**config.mk**
```make
export PLATFORM = sky130hd
export DESIGN_NAME = audio_mixer_rms_activity
export DESIGN_NICKNAME = d
export VERILOG_FILES = /design/src/rtl/core/amra_pkg.sv /design/src/rtl/core/audio_mixer_rms_activity.sv
export SDC_FILE = /design/constraint.sdc
export NUM_CORES = 2
export LEC_CHECK = 0
export BUFFER_PORTS_ARGS = -buffer_cell sky130_fd_sc_hd__buf_2
export CORE_UTILIZATION = 55
export DETAILED_ROUTE_END_ITERATION = 6
export PLACE_DENSITY = 0.71
export SYNTH_ARGS = -nofsm -noshare
export SYNTH_HDL_FRONTEND = slang
export SYNTH_SLANG_ARGS = --single-unit
```
**constraint.sdc**
```tcl
create_clock -name clk -period 19.4 [get_ports clk]
set_clock_uncertainty 0.2 [all_clocks]
set_input_delay 0.97 -clock clk [delete_from_list [all_inputs] [get_ports clk]]
set_output_delay 0.97 -clock clk [all_outputs]
set_load 0.01 [all_outputs]
```
**src/rtl/core/amra_pkg.sv**
```systemverilog
// Shared constants and types for the audio mixer with RMS activity detection.
`default_nettype none
package amra_pkg;

  localparam int CHANNELS_DEF = 4;
  localparam int MAX_CHANNELS = 4;

  localparam int SAMPLE_W = 16;
  localparam int ENERGY_W = 47;
  localparam int COUNT_W  = 16;
  localparam int MS_W     = 31;
  localparam int RMS_W    = 16;

  localparam int IN_TDATA_W  = 72;
  localparam int OUT_TDATA_W = 120;
  localparam int CFG_INDEX_W = 2;
  localparam int CFG_DATA_W  = 31;

  localparam int DIV_STEPS  = 47;
  localparam int SQRT_STEPS = 16;

  localparam logic [COUNT_W-1:0] TICK_LENGTH_RESET = 16'd4800;
  localparam logic [MS_W-1:0]    SPEAK_THR_RESET   = 31'd107374;

  localparam logic [CFG_INDEX_W-1:0] REG_TICK_LENGTH = 2'd0;
  localparam logic [CFG_INDEX_W-1:0] REG_SPEAK_THR   = 2'd1;

  // Job index: 0..3 channels, then the mix, then the peak root.
  localparam logic [2:0] JOB_MIX  = 3'd4;
  localparam logic [2:0] JOB_PEAK = 3'd5;

  typedef enum logic [2:0] {
    ST_IDLE,
    ST_SQ,
    ST_LOAD,
    ST_DIV,
    ST_SQRT,
    ST_OUT
  } state_t;

endpackage
`default_nettype wire

```
**src/rtl/core/audio_mixer_rms_activity.sv**
```systemverilog
// Top level of the four-channel audio mixer with per-tick RMS and speaking flags.
`default_nettype none
//
//  Channel   Direction  Handshake          Payload
//  s_        in         s_tvalid/s_tready  s_tdata: four samples and present mask
//  m_        out        m_tvalid/m_tready  m_tdata: mix and levels, m_tlast: tick done
//  cfg_      in         cfg_we             cfg_index, cfg_data: register write
//
//  A word that does not end a tick is captured, takes five square-and-accumulate
//  steps through one multiplier, and then waits in the output state. A word that
//  ends a tick adds five restoring divisions (one load plus 47 steps each) and six
//  bit-serial square roots of 16 steps, all on one shared divide/root unit. The
//  input is not ready while a word is in work or while its result waits on m_tready.
//  Reset is synchronous and clears control state, accumulators and the peak.
//
module audio_mixer_rms_activity #(
  parameter int CHANNELS = amra_pkg::CHANNELS_DEF
) (
  input  wire logic                                clk,
  input  wire logic                                rst,
  // s_tdata: sample_ch0, sample_ch1, sample_ch2, sample_ch3, present_mask, zero fill
  input  wire logic                                s_tvalid,
  output logic                                     s_tready,
  input  wire logic [amra_pkg::IN_TDATA_W-1:0]     s_tdata,
  // m_tdata: mixed_sample, speaking_mask, rms_ch0, rms_ch1, rms_ch2, rms_ch3,
  //          mix_rms, peak_mix_rms, zero fill
  output logic                                     m_tvalid,
  input  wire logic                                m_tready,
  output logic [amra_pkg::OUT_TDATA_W-1:0]         m_tdata,
  output logic                                     m_tlast,
  input  wire logic                                cfg_we,
  input  wire logic [amra_pkg::CFG_INDEX_W-1:0]    cfg_index,
  input  wire logic [amra_pkg::CFG_DATA_W-1:0]     cfg_data
);

  localparam int NCH = amra_pkg::MAX_CHANNELS;
  localparam int EW  = amra_pkg::ENERGY_W;
  localparam int CW  = amra_pkg::COUNT_W;
  localparam int MW  = amra_pkg::MS_W;
  localparam int RW  = amra_pkg::RMS_W;

  amra_pkg::state_t state, state_next;

  // Configuration registers.
  logic [CW-1:0] tick_length;
  logic [MW-1:0] speak_thr;

  // Captured input word.
  logic signed [15:0] samples [NCH];
  logic [NCH-1:0]     present;
  logic signed [16:0] mix;
  logic [15:0]        mixed_out;

  // Accumulators.
  logic [EW-1:0] energy [NCH];
  logic [CW-1:0] count  [NCH];
  logic [EW-1:0] mix_energy;
  logic [CW-1:0] tick_pos;
  logic [MW-1:0] peak_ms;

  // Sequencer.
  logic [2:0] idx;
  logic [5:0] step;

  // Shared divide/root unit.
  logic [EW-1:0] num;
  logic [CW-1:0] rem;
  logic [CW-1:0] divisor;
  logic [MW-1:0] root_v;
  logic [31:0]   root_res;
  logic [31:0]   root_bit;

  // Results.
  logic [RW-1:0]  rms [NCH];
  logic [RW-1:0]  mix_rms;
  logic [RW-1:0]  peak_rms;
  logic [NCH-1:0] speaking;
  logic           tick_done;

  // Input word mix: sum of present samples, clamped to plus or minus one.
  logic [NCH-1:0]     in_mask;
  logic signed [17:0] in_sum;
  logic signed [16:0] in_mix;
  logic [15:0]        in_scaled;

  always_comb begin
    for (int c = 0; c < NCH; c++) begin
      in_mask[c] = s_tdata[64 + c] && (c < CHANNELS);
    end
    in_sum = '0;
    for (int c = 0; c < NCH; c++) begin
      if (in_mask[c]) begin
        in_sum = in_sum + 18'(signed'(s_tdata[16*c +: 16]));
      end
    end
    if (in_sum > 18'sd32768) begin
      in_mix = 17'sd32768;
    end else if (in_sum < -18'sd32768) begin
      in_mix = -17'sd32768;
    end else begin
      in_mix = in_sum[16:0];
    end
    // Scaling by 32767/32768 toward zero moves any nonzero value one step to zero.
    if (in_mix > 17'sd0) begin
      in_scaled = 16'(in_mix - 17'sd1);
    end else if (in_mix < 17'sd0) begin
      in_scaled = 16'(in_mix + 17'sd1);
    end else begin
      in_scaled = '0;
    end
  end

  // Square of the selected operand.
  logic signed [16:0] sq_op;
  logic signed [33:0] sq;
  logic [EW-1:0]      sq_ext;

  always_comb begin
    if (idx == amra_pkg::JOB_MIX) begin
      sq_op = mix;
    end else if (present[idx[1:0]]) begin
      sq_op = 17'(samples[idx[1:0]]);
    end else begin
      sq_op = '0;
    end
    sq     = sq_op * sq_op;
    sq_ext = {{(EW-34){1'b0}}, sq};
  end

  // End of tick: position plus one reaches the length, a zero length acts as one.
  logic [CW-1:0] len_eff;
  logic          tick_end;
  assign len_eff  = (tick_length == '0) ? CW'(1) : tick_length;
  assign tick_end = ({1'b0, tick_pos} + 17'd1) >= {1'b0, len_eff};

  // One restoring division step.
  logic [CW:0]   div_trial;
  logic          div_qbit;
  logic [CW-1:0] rem_next;
  logic [EW-1:0] num_next;

  always_comb begin
    div_trial = {rem, num[EW-1]};
    div_qbit  = div_trial >= {1'b0, divisor};
    rem_next  = div_qbit ? CW'(div_trial - {1'b0, divisor}) : div_trial[CW-1:0];
    num_next  = {num[EW-2:0], div_qbit};
  end

  // One square root step.
  logic [31:0] root_trial;
  logic        root_take;
  logic [MW-1:0] root_v_next;
  logic [31:0] root_res_next;

  always_comb begin
    root_trial    = root_res + root_bit;
    root_take     = {1'b0, root_v} >= root_trial;
    root_v_next   = root_take ? MW'({1'b0, root_v} - root_trial) : root_v;
    root_res_next = root_take ? ((root_res >> 1) + root_bit) : (root_res >> 1);
  end

  // Next state.
  always_comb begin
    state_next = state;
    unique case (state)
      amra_pkg::ST_IDLE: begin
        if (s_tvalid) state_next = amra_pkg::ST_SQ;
      end
      amra_pkg::ST_SQ: begin
        if (idx == amra_pkg::JOB_MIX) begin
          state_next = tick_end ? amra_pkg::ST_LOAD : amra_pkg::ST_OUT;
        end
      end
      amra_pkg::ST_LOAD: state_next = amra_pkg::ST_DIV;
      amra_pkg::ST_DIV: begin
        if (step == 6'(amra_pkg::DIV_STEPS - 1)) state_next = amra_pkg::ST_SQRT;
      end
      amra_pkg::ST_SQRT: begin
        if (step == 6'(amra_pkg::SQRT_STEPS - 1)) begin
          if (idx < amra_pkg::JOB_MIX) begin
            state_next = amra_pkg::ST_LOAD;
          end else if (idx == amra_pkg::JOB_MIX) begin
            state_next = amra_pkg::ST_SQRT;
          end else begin
            state_next = amra_pkg::ST_OUT;
          end
        end
      end
      amra_pkg::ST_OUT: begin
        if (m_tready) state_next = amra_pkg::ST_IDLE;
      end
      default: state_next = amra_pkg::ST_IDLE;
    endcase
  end

  // Handshake outputs.
  always_comb begin
    s_tready = (state == amra_pkg::ST_IDLE);
    m_tvalid = (state == amra_pkg::ST_OUT);
  end

  always_ff @(posedge clk) begin
    if (rst) begin
      state <= amra_pkg::ST_IDLE;
    end else begin
      state <= state_next;
    end
  end

  // Configuration writes; unknown indexes are ignored.
  always_ff @(posedge clk) begin
    if (rst) begin
      tick_length <= amra_pkg::TICK_LENGTH_RESET;
      speak_thr   <= amra_pkg::SPEAK_THR_RESET;
    end else if (cfg_we) begin
      if (cfg_index == amra_pkg::REG_TICK_LENGTH) begin
        tick_length <= cfg_data[CW-1:0];
      end else if (cfg_index == amra_pkg::REG_SPEAK_THR) begin
        speak_thr <= cfg_data;
      end
    end
  end

  // Accumulators, sequencer counters and the peak.
  always_ff @(posedge clk) begin
    if (rst) begin
      for (int c = 0; c < NCH; c++) begin
        energy[c] <= '0;
        count[c]  <= '0;
      end
      mix_energy <= '0;
      tick_pos   <= '0;
      peak_ms    <= '0;
      idx        <= '0;
      step       <= '0;
      tick_done  <= 1'b0;
    end else begin
      unique case (state)
        amra_pkg::ST_IDLE: begin
          idx  <= '0;
          step <= '0;
        end
        amra_pkg::ST_SQ: begin
          if (idx == amra_pkg::JOB_MIX) begin
            mix_energy <= mix_energy + sq_ext;
            if (tick_end) begin
              idx <= '0;
            end else begin
              tick_pos  <= tick_pos + CW'(1);
              tick_done <= 1'b0;
            end
          end else begin
            energy[idx[1:0]] <= energy[idx[1:0]] + sq_ext;
            if (present[idx[1:0]]) count[idx[1:0]] <= count[idx[1:0]] + CW'(1);
            idx <= idx + 3'd1;
          end
        end
        amra_pkg::ST_LOAD: begin
          step <= '0;
        end
        amra_pkg::ST_DIV: begin
          if (step == 6'(amra_pkg::DIV_STEPS - 1)) begin
            step <= '0;
            if (idx == amra_pkg::JOB_MIX && num_next[MW-1:0] > peak_ms) begin
              peak_ms <= num_next[MW-1:0];
            end
          end else begin
            step <= step + 6'd1;
          end
        end
        amra_pkg::ST_SQRT: begin
          if (step == 6'(amra_pkg::SQRT_STEPS - 1)) begin
            step <= '0;
            if (idx < amra_pkg::JOB_MIX) begin
              idx <= idx + 3'd1;
            end else if (idx == amra_pkg::JOB_MIX) begin
              idx <= amra_pkg::JOB_PEAK;
            end else begin
              // Tick closed: clear the accumulators for the next one.
              for (int c = 0; c < NCH; c++) begin
                energy[c] <= '0;
                count[c]  <= '0;
              end
              mix_energy <= '0;
              tick_pos   <= '0;
              tick_done  <= 1'b1;
            end
          end else begin
            step <= step + 6'd1;
          end
        end
        amra_pkg::ST_OUT: begin
        end
        default: begin
        end
      endcase
    end
  end

  // Captured word, divide/root unit and result registers.
  always_ff @(posedge clk) begin
    unique case (state)
      amra_pkg::ST_IDLE: begin
        if (s_tvalid) begin
          for (int c = 0; c < NCH; c++) begin
            samples[c] <= signed'(s_tdata[16*c +: 16]);
          end
          present   <= in_mask;
          mix       <= in_mix;
          mixed_out <= in_scaled;
        end
      end
      amra_pkg::ST_LOAD: begin
        rem <= '0;
        if (idx == amra_pkg::JOB_MIX) begin
          num     <= mix_energy;
          divisor <= tick_pos + CW'(1);
        end else begin
          num     <= energy[idx[1:0]];
          divisor <= (count[idx[1:0]] == '0) ? CW'(1) : count[idx[1:0]];
        end
      end
      amra_pkg::ST_DIV: begin
        num <= num_next;
        rem <= rem_next;
        if (step == 6'(amra_pkg::DIV_STEPS - 1)) begin
          root_v   <= num_next[MW-1:0];
          root_res <= '0;
          root_bit <= 32'h4000_0000;
          if (idx < amra_pkg::JOB_MIX) begin
            speaking[idx[1:0]] <= num_next[MW-1:0] > speak_thr;
          end
        end
      end
      amra_pkg::ST_SQRT: begin
        if (step == 6'(amra_pkg::SQRT_STEPS - 1) && idx == amra_pkg::JOB_MIX) begin
          mix_rms  <= root_res_next[RW-1:0];
          // Peak was updated when the mix division finished.
          root_v   <= peak_ms;
          root_res <= '0;
          root_bit <= 32'h4000_0000;
        end else begin
          root_v   <= root_v_next;
          root_res <= root_res_next;
          root_bit <= root_bit >> 2;
          if (step == 6'(amra_pkg::SQRT_STEPS - 1)) begin
            if (idx < amra_pkg::JOB_MIX) begin
              rms[idx[1:0]] <= root_res_next[RW-1:0];
            end else begin
              peak_rms <= root_res_next[RW-1:0];
            end
          end
        end
      end
      default: begin
      end
    endcase
  end

  // Level fields read zero on words that do not end a tick.
  always_comb begin
    m_tdata         = '0;
    m_tdata[15:0]   = mixed_out;
    m_tlast         = tick_done;
    if (tick_done) begin
      m_tdata[19:16]   = speaking;
      m_tdata[35:20]   = rms[0];
      m_tdata[51:36]   = rms[1];
      m_tdata[67:52]   = rms[2];
      m_tdata[83:68]   = rms[3];
      m_tdata[99:84]   = mix_rms;
      m_tdata[115:100] = peak_rms;
    end
  end

endmodule
`default_nettype wire
```
==> summary.md <==
| Metric | Value |
|---|---|
| Result of the run | `complete, but fails checks` |
| Violated checks | `DRC` |
| Top_reg_cell synth | `sky130_fd_sc_hd__edfxtp_1` |
| Initial Util | `0.557` |
| Final routed DRC violation total | `6` |
| Ratio of routed vias to standard cells | `5.81` |
| Clk sink count | `767` |
| Kind of end point of the critical path | `flop` |
| Worst-path maximum fanout | `30` |
| Most frequently used cell type in the post-synthesis netlist | `sky130_fd_sc_hd__nor2_1` |
| Final worst path period need | `13.00 ns` |
| Final-layout fill cell count | `8,133` |
| Row count | `115` |
| Number of flops mapped to enable cells by yosys | `611` |
| Yosys reg bits | `767` |
| Endpoint arrival time on the critical path | `13.16 ns` |
| Max Cap Violations | `0` |
| Root buffer cell | `sky130_fd_sc_hd__clkbuf_16` |
| Worst-Margin Slew | `1.19 ns` |
| Netlist area before placement | `54,900 um2` |
| Largest cells by area after synthesis | `sky130_fd_sc_hd__edfxtp_1, sky130_fd_sc_hd__fa_1, sky130_fd_sc_hd__ha_1` |
| Worst EP required | `19.55 ns` |
| Die span in y | `318 um` |
| # port buffers | `224` |
| Util after Layout | `0.609` |
| Die Wd | `318 um` |
| Worst Setup Start Kind | `flop` |
| IO Count | `233` |
| Global-route wire length before repair | `216 mm` |
| Setup repair after global routing missed its margin | `false` |
| Average footprint of a synthesized cell | `9.99 um2` |
| Seq/Total Area, Yosys | `0.391` |
| Full die area | `101,000 um2` |
| HPWL after detailed placement | `100 mm` |
| Global-route congestion overflow total | `0` |
| Clock H-tree levels | `3` |
| Slowest CP cell | `sky130_fd_sc_hd__dfxtp_1` |
| Placed Cells incl. Taps | `6,837` |
| Pin count of the biggest net entering global routing | `97` |
| Number of antenna violations at the first check in global routing | `4` |
| Maximum clock frequency | `76.9 MHz` |
| CTS hold repair buffers | `0` |
| Source-to-sink clock delay at the later pin of the worst-skew pair | `0.68 ns` |
| Global-route usage over all layers | `0.268` |
| FF-to-FF path depth | `40` |
| Syn Inst Count | `5,492` |
| WL final | `136 mm` |
| Post CTS Setup Buffer Count | `0` |
| Layout cells sized above 1 | `0.101` |
| Critical path start-end classification | `flop to flop` |
| Yosys top cell area share | `0.334` |
| Count of yosys warnings during synthesis | `0` |
| First-pass iteration count of the detailed router | `7` |
| Placement-stage cell area | `57,200 um2` |
| Worst hold stages | `2` |
| Final Setup Violations | `0` |
| Total core area | `98,600 um2` |
| Via count of the routed design | `40,700` |
| Dominant cell type by area after synthesis | `sky130_fd_sc_hd__edfxtp_1` |
| Final Non-Filler Cells | `7,001` |
| Global placement routability congestion | `0.917` |
| Hold Crit Class | `flop to flop` |
| Number of failing hold endpoints at the final stage | `0` |
| Max transition margin | `0.205` |
| Largest incremental delay on the critical path | `0.76 ns` |
| Number of distinct library cell variants in the gate-level netlist after synthesis | `102` |
| Most used cell along the critical path | `sky130_fd_sc_hd__inv_1` |
| CTS max path bufs | `3` |
| Finished layout cell area | `60,000 um2` |
| Top cell types by occurrence after synthesis | `sky130_fd_sc_hd__nor2_1, sky130_fd_sc_hd__edfxtp_1, sky130_fd_sc_hd__nand2_1, sky130_fd_sc_hd__inv_1, sky130_fd_sc_hd__ha_1` |
| DR WL/cell | `19.4 um` |
| Starting DRT DRC Count | `3,251` |
| Number of global-route vias before repair | `40,400` |
| Area growth syn-to-layout | `9.40%` |
| Number of buffers added by the clock tree synthesis step | `85` |
| Share of async-settable or async-resettable flops after synthesis | `0` |
| Number of antenna-violating nets in the routed design | `0` |
| Clock input transition at the sequential cells of the worst setup and hold paths | `0.06 ns` |
| Post-cts gate resize count | `0` |
| Final worst-path cycle share | `0.670` |
| Total negative slack | `0 ns` |
| Layout Nets | `6,397` |
| CTS tree | `built` |
| Pins Over Slew Limit | `0` |
==> critical path, delay by kind of cell, from the launching register on <==
| kind | cells | cell delay [ns] |
|---|---|---|
| AND/OR/NAND/NOR | 7 | 1.77 |
| flip-flops | 1 | 0.76 |
| adder cells (fa/ha/maj) | 8 | 3.69 |
| XOR/XNOR | 2 | 0.72 |
| AO/OA/AOI/OAI | 15 | 4.06 |
| buffers and inverters | 8 | 1.42 |
==> sequential cells by signal (all words and copies together) (netlist names), 16 cells and up, named ones only <==
signal and cells:
num 47, speak_thr 31, divisor 16, mix_rms 16
energy 188, count 64, rem 16, tick_pos 16
peak_rms 16, tick_length 16, samples 64, root_bit 16
mix 17, mix_energy 47, root_v 31, rms 64
root_res 32, mixed_out 16, peak_ms 31
==> cell type report <==
| class | instances | area (um2) | share of cell area |
|---|---|---|---|
| Multi-Input combinational cell | 3979 | 30600 | 0.510 |
| Sequential cell | 767 | 21500 | 0.358 |
| Clock buffer | 106 | 2260 | 0.0376 |
| Inverter | 530 | 1990 | 0.0331 |
| Tap cell | 1287 | 1610 | 0.0268 |
| Timing Repair Buffer | 274 | 1500 | 0.0250 |
| Clock inverter | 52 | 559 | 0.00931 |
| Antenna cell | 6 | 15.0 | 0.000250 |
==> cell usage in the layout, fill, tap and decap left out, types with 84 or more instances in the layout <==
cell type / count
sky130_fd_sc_hd__a21o_1: 116
sky130_fd_sc_hd__a21oi_1: 261
sky130_fd_sc_hd__a31oi_1: 88
sky130_fd_sc_hd__and2_1: 147
sky130_fd_sc_hd__buf_2: 223
sky130_fd_sc_hd__clkbuf_16: 86
sky130_fd_sc_hd__dfxtp_1: 153
sky130_fd_sc_hd__edfxtp_1: 611
sky130_fd_sc_hd__fa_1: 274
sky130_fd_sc_hd__ha_1: 376
sky130_fd_sc_hd__inv_1: 522
sky130_fd_sc_hd__nand2_1: 547
sky130_fd_sc_hd__nand3_1: 84
sky130_fd_sc_hd__nor2_1: 700
sky130_fd_sc_hd__o21ai_0: 161
sky130_fd_sc_hd__xnor2_1: 177
sky130_fd_sc_hd__xor2_1: 124
==> per-stage QoR <==
stage / setup slack [ns] / hold slack (ns)
2_1_floorplan: 8.06 / 0.236
3_3_place_gp: 6.64 / 0.245
3_5_place_dp: 6.57 / 0.250
4_1_cts: 6.46 / 0.256
5_1_grt: 5.74 / 0.274
6_report: 6.40 / 0.258
==> metal layers <==
layer	share of wire	global-route usage
met1	0.42	0.347
met2	0.49	0.462
met3	0.057	0.0332
met4	0.035	0.0958
met5	0	0
==> worst paths after layout <==
path                               startpoint             to  slack (ns)
worst max-delay path                   idx[2]  energy[0][43]        6.40
worst min-delay path            speak_thr[20]  speak_thr[20]        0.26
worst max register to register         idx[2]  energy[0][43]        6.40
worst min register to register  speak_thr[20]  speak_thr[20]        0.26
==> cell families after synthesis <==
logic type	Yosys count	synth area share
muxes	156	0.0470
adders and majority gates	651	0.186
xor gates and xnor gates	302	0.0483
DFF	767	0.391
AOI/OAI and AO/OA	992	0.119
and+or+nand+nor	1874	0.156
buffers and inverters	749	0.0524
other	1	0.0000683
Power is left out: the tool's default activity adds up to more than one toggle a clock period on the data nets, which glitch-free logic cannot reach.
